## config.mk

```make
export PLATFORM = sky130hd
export DESIGN_NAME = id_registry_table
export DESIGN_NICKNAME = d
export VERILOG_FILES = /design/src/rtl/idreg_pkg.sv /design/src/rtl/idreg_ctrl.sv /design/src/rtl/idreg_dp.sv /design/src/rtl/id_registry_table.sv
export SDC_FILE = /design/constraint.sdc
export NUM_CORES = 1
export LEC_CHECK = 0
export BUFFER_PORTS_ARGS = -buffer_cell sky130_fd_sc_hd__buf_2
export CORE_ASPECT_RATIO = 0.9
export CORE_MARGIN = 8
export CORE_UTILIZATION = 42
export DETAILED_ROUTE_END_ITERATION = 12
export MAX_ROUTING_LAYER = met4
export PLACE_DENSITY = 0.54
export SYNTH_ARGS = -nofsm -noshare
export SYNTH_HDL_FRONTEND = slang
export SYNTH_SLANG_ARGS = --single-unit
```

## constraint.sdc

```tcl
create_clock -name clk -period 9.6 [get_ports clk]
set_input_delay 0.48 -clock clk [delete_from_list [all_inputs] [get_ports clk]]
set_output_delay 0.48 -clock clk [all_outputs]
set_load 0.01 [all_outputs]
```

## src/rtl/idreg_pkg.sv

```systemverilog
// idreg_pkg: shared types and codes for the identifier registry table
// operation and status codes, controller/datapath command and status structs
// no dependencies
`default_nettype none

package idreg_pkg;

  localparam int unsigned FUNC_W = 2;
  localparam int unsigned ID_W   = 22;
  localparam int unsigned STAT_W = 3;

  // operation codes carried on func
  localparam logic [FUNC_W-1:0] FN_ADD    = 2'd0;
  localparam logic [FUNC_W-1:0] FN_CHECK  = 2'd1;
  localparam logic [FUNC_W-1:0] FN_REMOVE = 2'd2;
  localparam logic [FUNC_W-1:0] FN_UNUSED = 2'd3;

  // result codes carried on status
  localparam logic [STAT_W-1:0] ST_ADDED   = 3'd0;
  localparam logic [STAT_W-1:0] ST_ALREADY = 3'd1;
  localparam logic [STAT_W-1:0] ST_FULL    = 3'd2;
  localparam logic [STAT_W-1:0] ST_ABSENT  = 3'd3;
  localparam logic [STAT_W-1:0] ST_PRESENT = 3'd4;

  // controller to datapath
  typedef struct packed {
    logic load;    // capture the request and reset the search
    logic scan;    // read the slot at the scan address and step it
    logic commit;  // update the table and post the result
  } idreg_cmd_t;

  // datapath to controller
  typedef struct packed {
    logic scan_last; // scan address is at the final slot
    logic res_free;  // the result, if any, can be posted now
  } idreg_stat_t;

endpackage

`default_nettype wire

```

## src/rtl/idreg_ctrl.sv

```systemverilog
// idreg_ctrl: sequencer for one request at a time (load, scan, drain, commit)
// depends on idreg_pkg for the command and status structs
`default_nettype none

module idreg_ctrl
  import idreg_pkg::*;
(
  input  logic        clk,
  input  logic        rst,
  input  logic        in_valid,
  output logic        in_ready,
  input  idreg_stat_t stat,
  output idreg_cmd_t  cmd
);

  typedef enum logic [1:0] {
    S_IDLE,
    S_SCAN,
    S_DRAIN,
    S_FINISH
  } state_t;

  state_t state;

  // state register
  always_ff @(posedge clk) begin
    if (rst) begin
      state <= S_IDLE;
    end else begin
      unique case (state)
        S_IDLE: begin
          if (in_valid) state <= S_SCAN;
        end
        S_SCAN: begin
          if (stat.scan_last) state <= S_DRAIN;
        end
        S_DRAIN: begin
          state <= S_FINISH;
        end
        S_FINISH: begin
          if (stat.res_free) state <= S_IDLE;
        end
        default: state <= S_IDLE;
      endcase
    end
  end

  // decoded commands
  assign in_ready   = (state == S_IDLE);
  assign cmd.load   = (state == S_IDLE) && in_valid;
  assign cmd.scan   = (state == S_SCAN);
  assign cmd.commit = (state == S_FINISH) && stat.res_free;

endmodule

`default_nettype wire

```

## src/rtl/idreg_dp.sv

```systemverilog
// idreg_dp: slot memory with valid bits, scan read, match/empty tracking,
// table update and the result register; depends on idreg_pkg
`default_nettype none

module idreg_dp
  import idreg_pkg::*;
#(
  parameter int unsigned NUM_SLOTS = 16
) (
  input  logic              clk,
  input  logic              rst,
  input  idreg_cmd_t        cmd,
  output idreg_stat_t       stat,
  input  logic [FUNC_W-1:0] func,
  input  logic [ID_W-1:0]   ident,
  output logic              out_valid,
  input  logic              out_ready,
  output logic [STAT_W-1:0] status
);

  localparam int unsigned IDX_W = (NUM_SLOTS > 1) ? $clog2(NUM_SLOTS) : 1;
  localparam logic [IDX_W-1:0] LAST_IDX = IDX_W'(NUM_SLOTS - 1);

  logic [ID_W-1:0]      mem [NUM_SLOTS];
  logic [NUM_SLOTS-1:0] vld;

  logic [FUNC_W-1:0] req_func;
  logic [ID_W-1:0]   req_id;
  logic [IDX_W-1:0]  addr;

  logic              rd_en;
  logic              rd_vld;
  logic [ID_W-1:0]   rd_data;
  logic [IDX_W-1:0]  rd_idx;
  logic [ID_W-1:0]   cur;

  logic              match_found;
  logic [IDX_W-1:0]  match_idx;
  logic              empty_found;
  logic [IDX_W-1:0]  empty_idx;

  logic              need_res;
  logic              do_insert;
  logic              do_clear;
  logic [STAT_W-1:0] res_code;

  // request capture: operation held idle through reset
  always_ff @(posedge clk) begin
    if (rst) begin
      req_func <= FN_UNUSED;
    end else if (cmd.load) begin
      req_func <= func;
    end
  end

  // request capture, identifier only
  always_ff @(posedge clk) begin
    if (cmd.load) begin
      req_id <= ident;
    end
  end

  // scan address
  always_ff @(posedge clk) begin
    if (rst) begin
      addr <= '0;
    end else if (cmd.load) begin
      addr <= '0;
    end else if (cmd.scan) begin
      addr <= addr + IDX_W'(1);
    end
  end

  assign stat.scan_last = (addr == LAST_IDX);

  // slot memory: one registered read, one write
  always_ff @(posedge clk) begin
    if (cmd.scan) begin
      rd_data <= mem[addr];
      rd_idx  <= addr;
    end
    if (do_insert) begin
      mem[empty_idx] <= req_id;
    end
  end

  // read strobe, entry valid flag and per-slot valid bits
  always_ff @(posedge clk) begin
    if (rst) begin
      rd_en  <= 1'b0;
      rd_vld <= 1'b0;
      vld    <= '0;
    end else begin
      rd_en  <= cmd.scan;
      rd_vld <= vld[addr];
      if (do_insert) vld[empty_idx] <= 1'b1;
      if (do_clear)  vld[match_idx] <= 1'b0;
    end
  end

  // an entry never written, or removed, reads as empty
  assign cur = rd_vld ? rd_data : '0;

  // first match and first empty slot, lowest index wins
  always_ff @(posedge clk) begin
    if (rst) begin
      match_found <= 1'b0;
      empty_found <= 1'b0;
    end else if (cmd.load) begin
      match_found <= 1'b0;
      empty_found <= 1'b0;
    end else if (rd_en) begin
      if (!match_found && (cur == req_id)) begin
        match_found <= 1'b1;
        match_idx   <= rd_idx;
      end
      if (!empty_found && (cur == '0)) begin
        empty_found <= 1'b1;
        empty_idx   <= rd_idx;
      end
    end
  end

  // outcome of the finished search
  always_comb begin
    need_res  = 1'b0;
    do_insert = 1'b0;
    do_clear  = 1'b0;
    res_code  = ST_ABSENT;
    unique case (req_func)
      FN_ADD: begin
        need_res = 1'b1;
        if (match_found) begin
          res_code = ST_ALREADY;
        end else if (empty_found) begin
          res_code  = ST_ADDED;
          do_insert = cmd.commit;
        end else begin
          res_code = ST_FULL;
        end
      end
      FN_CHECK: begin
        need_res = 1'b1;
        res_code = match_found ? ST_PRESENT : ST_ABSENT;
      end
      FN_REMOVE: begin
        do_clear = cmd.commit && match_found;
      end
      FN_UNUSED: begin
        need_res = 1'b0;
      end
      default: need_res = 1'b0;
    endcase
  end

  assign stat.res_free = !need_res || !out_valid || out_ready;

  // result register
  always_ff @(posedge clk) begin
    if (rst) begin
      out_valid <= 1'b0;
    end else if (cmd.commit && need_res) begin
      out_valid <= 1'b1;
    end else if (out_ready) begin
      out_valid <= 1'b0;
    end
  end

  always_ff @(posedge clk) begin
    if (cmd.commit && need_res) begin
      status <= res_code;
    end
  end

endmodule

`default_nettype wire

```

## src/rtl/id_registry_table.sv

```systemverilog
// id_registry_table: top level joining the sequencer and the slot datapath
// depends on idreg_pkg, idreg_ctrl and idreg_dp
//
//   channel   signals                            direction
//   request   in_valid, in_ready, func, ident    in
//   result    out_valid, out_ready, status       out
//
// one request at a time: accept, a scan of all NUM_SLOTS slots through
// the single memory read port, a drain step, then the commit step.
// the result register lets a new request in while the last result waits;
// commit holds only when a new result meets a result not yet taken.
// synchronous reset clears the slot valid bits at once: every slot is empty.
`default_nettype none

module id_registry_table
  import idreg_pkg::*;
#(
  parameter int unsigned NUM_SLOTS = 16
) (
  input  logic              clk,
  input  logic              rst,
  input  logic              in_valid,
  output logic              in_ready,
  input  logic [FUNC_W-1:0] func,
  input  logic [ID_W-1:0]   ident,
  output logic              out_valid,
  input  logic              out_ready,
  output logic [STAT_W-1:0] status
);

  idreg_cmd_t  cmd;
  idreg_stat_t stat;

  // sequencer
  idreg_ctrl u_ctrl (
    .clk      (clk),
    .rst      (rst),
    .in_valid (in_valid),
    .in_ready (in_ready),
    .stat     (stat),
    .cmd      (cmd)
  );

  // slot table and result register
  idreg_dp #(
    .NUM_SLOTS (NUM_SLOTS)
  ) u_dp (
    .clk       (clk),
    .rst       (rst),
    .cmd       (cmd),
    .stat      (stat),
    .func      (func),
    .ident     (ident),
    .out_valid (out_valid),
    .out_ready (out_ready),
    .status    (status)
  );

  // only one request in flight
  a_one_req: assert property (@(posedge clk) disable iff (rst)
    (in_valid && in_ready) |=> !in_ready)
    else $error("request accepted while another was in progress");

  // commands are exclusive
  a_cmd_excl: assert property (@(posedge clk) disable iff (rst)
    $onehot0({cmd.load, cmd.scan, cmd.commit}))
    else $error("more than one command at once");

  // a posted result always carries a defined code
  a_status_code: assert property (@(posedge clk) disable iff (rst)
    out_valid |-> (status == ST_ADDED || status == ST_ALREADY || status == ST_FULL ||
                   status == ST_ABSENT || status == ST_PRESENT))
    else $error("result with undefined status code");

  // a commit never overwrites a result that is still waiting
  a_no_overwrite: assert property (@(posedge clk) disable iff (rst)
    (out_valid && !out_ready) |=> ($stable(status) && out_valid))
    else $error("waiting result was overwritten or dropped");

endmodule

`default_nettype wire

```

# ---- After elaboration in Yosys (flattened, before gate mapping)
# Memories as Yosys holds them, arrays and structs flattened. A register that Yosys moved wholly into a read port is not among the register bits.
# Index checks and enable logic that the tools add are counted.
dict set report classes {
  mul 0
  div 0
  magnitude_cmp 5
  bitwise 5
  n_shift 0
  n_addsub 1
  eq_ne 10
  n_reduce_logical 25
  mux 27
}
# op count
set op_table {}
lappend op_table {{$mux 16} 3}
lappend op_table {{$eq 22x22->1} 1}
lappend op_table {{$logic_not 22->1} 1}
lappend op_table {{$mux 22} 1}
lappend op_table {{$and 16x16->16} 1}
lappend op_table {{$not 16->16} 1}
lappend op_table {{$or 16x16->16} 1}
lappend op_table {{$lt 4x5->1 const B} 3}
lappend op_table {{$mux 1} 12}
lappend op_table {{$demux 1 s4} 2}
lappend op_table {{$ge 4x1->1 const B} 2}
lappend op_table {{$logic_and 1x1->1} 8}
lappend op_table {{$mux 2} 4}
lappend op_table {{$pmux 2 s4} 1}
lappend op_table {{$reduce_and 4->1} 2}
lappend op_table {{$eq 2x2->1 const B} 3}
lappend op_table {{$mux 3} 2}
lappend op_table {{$pmux 3 s2} 1}
lappend op_table {{$add 4x1->4 const B} 1}
lappend op_table {{$bmux 1 s4} 1}
lappend op_table {{$eq 2x1->1 const B} 2}
lappend op_table {{$eq 4x4->1 const B} 1}
lappend op_table {{$logic_not 1->1} 4}
lappend op_table {{$logic_not 2->1} 2}
lappend op_table {{8 further kinds} 13}
dict set report word_totals {
  in_bits 28
  out_inout_bits 5
  n_memories 1
  register_bits 66
  latch_bits 0
  mem_bits_ro 0
  ramBits 352
}
# memory words width rd rd_clocked_by_memory_dff wr line_no
set memory_table {}
lappend memory_table {u_dp.mem 16 22 1 1 1 idreg_dp.sv:24} ;# logic [ID_W-1:0] mem [NUM_SLOTS];

# ---- Longest topological paths before layout
dict set report logic_depth {
  ltp_word 14
  mapped_depth 8
  mapped_depth_nobuf 8
}

# ---- Hierarchy
# A second synthesis with hierarchy kept.
dict set report hier_totals {
  hier_cells 861
  area_unflattened_um2 17055.1
}
# mod seq_area_each_um2 instances cells_per_inst area_each_um2
set by_module_without_submodules {}
lappend by_module_without_submodules {idreg_dp 12882.4 1 842 16883.7}
lappend by_module_without_submodules {idreg_ctrl 40.0 1 19 171.4}

# ---- Worst setup path before layout
# Ideal clock, no wire load.
dict set report synth_path {
  kind {input-to-reg}
  startpoint {input out_ready}
  endpoint {memory u_dp.mem[3][0] (enable)}
  n_path_buf 0
  arrival_ps 2682
  required_ps 9169
  path_stages 5
  setup_slack_ps 6487
  cell_sequence {nand2b_1 -> nor2b_4 -> and3_1 -> nand3_1 -> nor3_1}
}
dict set report synth_via {
  elab_chain_cells 7
}
# item line_no
set synth_lines {}
lappend synth_lines {{from (decl)} id_registry_table.sv:27} ;# input logic out_ready,
lappend synth_lines {{$logic_or 1x1->1} idreg_dp.sv:156} ;# assign stat.res_free = !need_res || !out_valid || out_ready;
lappend synth_lines {{$logic_and 1x1->1} idreg_ctrl.sv:52} ;# assign cmd.commit = (state == S_FINISH) && stat.res_free;
lappend synth_lines {{$mux 1} idreg_dp.sv:135} ;# end else if (empty_found) begin
lappend synth_lines {{$mux 1} idreg_dp.sv:133} ;# if (match_found) begin
lappend synth_lines {{$mux 1} idreg_dp.sv:130} ;# unique case (req_func)
lappend synth_lines {{$mux 1} idreg_dp.sv:82} ;# if (do_insert) begin
lappend synth_lines {{$mux 1 (not written as such)} idreg_dp.sv:83} ;# mem[empty_idx] <= req_id;
lappend synth_lines {{to (decl)} idreg_dp.sv:24}
# No other way between the ends.

==> summary.md <==
| Metric | Value |
|---|---|
| Pwr dens | roughly 240 nW/µm² |
| DRT iter0 DRCs | 771 |
| Post-synth EDFFs | 411 |
| FP Rows | 70 |
| #FFs+latches synth | 440 |
| Die H | 208 µm |
| Worst Setup EP | u_dp.rd_data[19] |
| Syn Area/Cell | 19.8 µm² |
| Met1 wire length | between 15000 and 20000 µm |
| Total global routing overflow | 0 |
| Final worst path period share | a little under a third |
| Area share of the largest cell type after synthesis | 71.9% |
| Maximum clock frequency | 346 MHz |
| Crit path DAT | 3.14 ns |
| TritonCTS clock tree | built |
| FF-to-FF Start | u_dp.addr[0] |
| Vias | ~8.5k |
| Flop-to-flop setup slack | roughly 6.7 ns |
| Layout net count | 956 |
| Register area share after synthesis | 75.2% |
| Final ANT Viol Nets | 0 |
| Synth Net Count | 901 |
| DRT Wirelength | 39600 µm |
| Die area | ~48000 µm² |
| Largest net degree at the start of global routing | 52 |
| Layout Utilization | about half |
| Antenna Cells | 0 |
| CP Cell Sequence | buf_4 > mux4_2 > nor2b_1 > a211oi_1 > a21oi_1 |
| TNS Setup | 0 ns |
| Pleak | 6.02 nW |
| Placed cell count | approximately 1.4k |
| Synth area leader | edfxtp_1 |
| Num Clock Sinks | 440 |
| Ys flop type | edfxtp_1 |
| Post-synthesis instance total | 868 |
| # Post-CTS Setup Buffers | 0 |
| Final std cells w/o fill | 1497 |
| Hold path depth | 1 |
| Status | complete, no violations |
| RSZ-0062 raised after global routing | false |
| Layout cells sized above 1 | 25.0% |
| Vias in the first global route | 8641 |
| Chip width | 229 µm |
| CTS clock-pin slew for the worst setup and hold paths | about 0.060 ns |
| Tot GR Track Use | 17.2% |
| Worst Clk Skew | between 0.015 and 0.02 ns |
| Max stage delay on crit path | 0.84 ns |
| Global-route wire length before repair | 59200 µm |
| Fin area | 19600 µm² |
| Worst slew pin tran | 1.16 ns |
| Min-delay worst type | input port to flop |
| Vias per cell | 5.70 |
| Clock root cell | clkbuf_16 |
| Clock Path Buffers | 3 |
| Crit start category | flop |
| I/O pin count | 33 |
| Worst r2r path cells | 5 |
| Core Box Area | around 40000 µm² |
| Resized Gates After CTS | 0 |
| Total number of yosys warnings | 0 |
| Clock Latency Late Sink | 0.55 ns |
| CP Capture Type | flop |
| WL/cell | 26.5 µm |
| Final GP Congestion | 0.796 |
| Peak supply drop | 0.193 mV |
| CTS H-tree depth | 2 |
| Drt first pass iters | 8 |
| Final setup vio count | 0 |
| Worst EP required | 9.86 ns |
| Dpl hpwl | 21200 µm |
| Top cells by area, synth | edfxtp_1, mux4_2, dfxtp_1 |
| Hold Violations, Final | 0 |
| Worst setup path start | u_dp.addr[0] |
| Detail Route met3 WL | 2180 µm |
| Crit-path slowest cell | buf_4 |
| Area growth from synthesis to layout | 13.8% |
| Final Slew Violations | 0 |
| CP max FO | 46 |
| MaxCap Viol Count | 0 |
| Post-synthesis cell area | between 15000 and 20000 µm² |
| RR Endpoint | u_dp.rd_data[19] |
| PortBufs | 32 |
| Initial core utilization | 42.4% |
| Rel. slew slack | 22.4% |
| Drt drc | 0 |
| Placement Cell Area | 18000 µm² |
| CTS Buf Count | 45 |
| Distinct cells, synth | 52 |
| Asr flop ratio synth | 0% |
| Met2 wire length | 18300 µm |
| Hold_buf cts | 0 |
| Fin crit period | 2.89 ns |
| Initial antenna violation count | 0 |
| Top routing layer in use | met4 |
| Critical path type | flop to flop |
flip-flops by register name, summed over array words and instances, names as in the netlist:
| name | count |
|---|---|
| u_ctrl.state | 2 |
| u_dp.addr | 4 |
| u_dp.empty_found | 1 |
| u_dp.empty_idx | 4 |
| u_dp.match_found | 1 |
| u_dp.match_idx | 4 |
| u_dp.mem | 352 |
| u_dp.out_valid | 1 |
| u_dp.rd_data | 22 |
| u_dp.rd_en | 1 |
| u_dp.rd_idx | 4 |
| u_dp.rd_vld | 1 |
| u_dp.req_func | 2 |
| u_dp.req_id | 22 |
| u_dp.status | 3 |
| u_dp.vld | 16 |
synth_stat cells, drive strengths merged, types with 5 or more instances:
cell type	instances
a31oi	10
ha	5
nor4bb	5
xnor2	8
clkbuf	22
nand2	10
dfxtp	29
buf	20
mux4	92
o21a	8
inv	15
a211oi	31
o32ai	5
nor2b	31
nor2	42
edfxtp	411
nor4	7
a21oi	39
nand2b	6
mux2i	24
nor3	6
logic make-up (layout without fill, tap and decap cells):
kind of cell	Yosys count	after routing	synth area share (%)
DFF	440	440	75.2
and+or+nand+nor	125	125	4.12
muxes	116	116	13.5
AOI/OAI and AO/OA	115	115	4.55
buffers and inverters	57	146	1.76
xor gates and xnor gates	10	10	0.510
adders and majority gates	5	5	0.364
stage by stage:
step	setup WS, ns	power (W)	hold slack (ns)
after floorplan	6.49	0.00285	0.403
after global routing	6.43	0.00496	0.0749
after detailed placement	6.62	0.00302	0.434
after global placement	6.64	0.00302	0.427
final	6.71	0.00477	0.103
after CTS	6.60	0.00482	0.0740
worst min path at each step:
stage                         startpoint           endpoint
after detailed placement  u_dp.rd_idx[1]  u_dp.match_idx[1]
after CTS                      ident[21]    u_dp.req_id[21]
after global routing           ident[10]    u_dp.req_id[10]
final                          ident[10]    u_dp.req_id[10]
after floorplan             u_dp.addr[2]     u_dp.rd_idx[2]
after global placement    u_dp.rd_idx[3]  u_dp.empty_idx[3]
final cells by class:
cell class,count,area [µm²]
fillers,3385,20900
clock inverters,30,353
clock buffers,51,1170
repair buffers,50,295
flip-flops and latches,440,12900
inverters,15,56.3
well taps,540,676
multi-input cells,371,4070
worst max-delay path, delay by kind of cell (launching register included):
family / cells / cell delay [ns]
AOI/OAI and AO/OA: 2 / 0.30
and+or+nand+nor: 1 / 0.14
DFF: 1 / 0.68
muxes: 1 / 0.59
buffers and inverters: 1 / 0.84
routing by layer:
layer	vias up	global-route usage (%)
li1	3692	-
met1	4533	24.5
met2	259	25.5
met3	54	2.73
met4	0	4.68
met5	-	-
report_power, final:
group	internal (W)	switching (W)
Clock	0.00109	0.000713
Sequential	0.00228	0.000186
Combinational	0.000253	0.000253
layout by cell type (no fill, tap or decap), drive strengths merged, types with 2 or more instances in the layout:
master	count
xnor2	8
a21o	2
a221o	2
ha	5
clkbuf	51
a211o	2
nor2b	31
mux4	92
a211oi	31
nor4bb	5
o22ai	4
o32ai	5
nand2b	6
nor3b	3
inv	15
clkinv	22
nor4	7
a31oi	10
nand3	4
o21a	8
buf	50
nand2	10
nor3	6
edfxtp	411
a311oi	2
and3	4
nor2	42
dfxtp	29
a21oi	39
mux2i	24
bufinv	8
o2111ai	2
nand4	4
xor2	2
(Power assumes the default switching activity.)
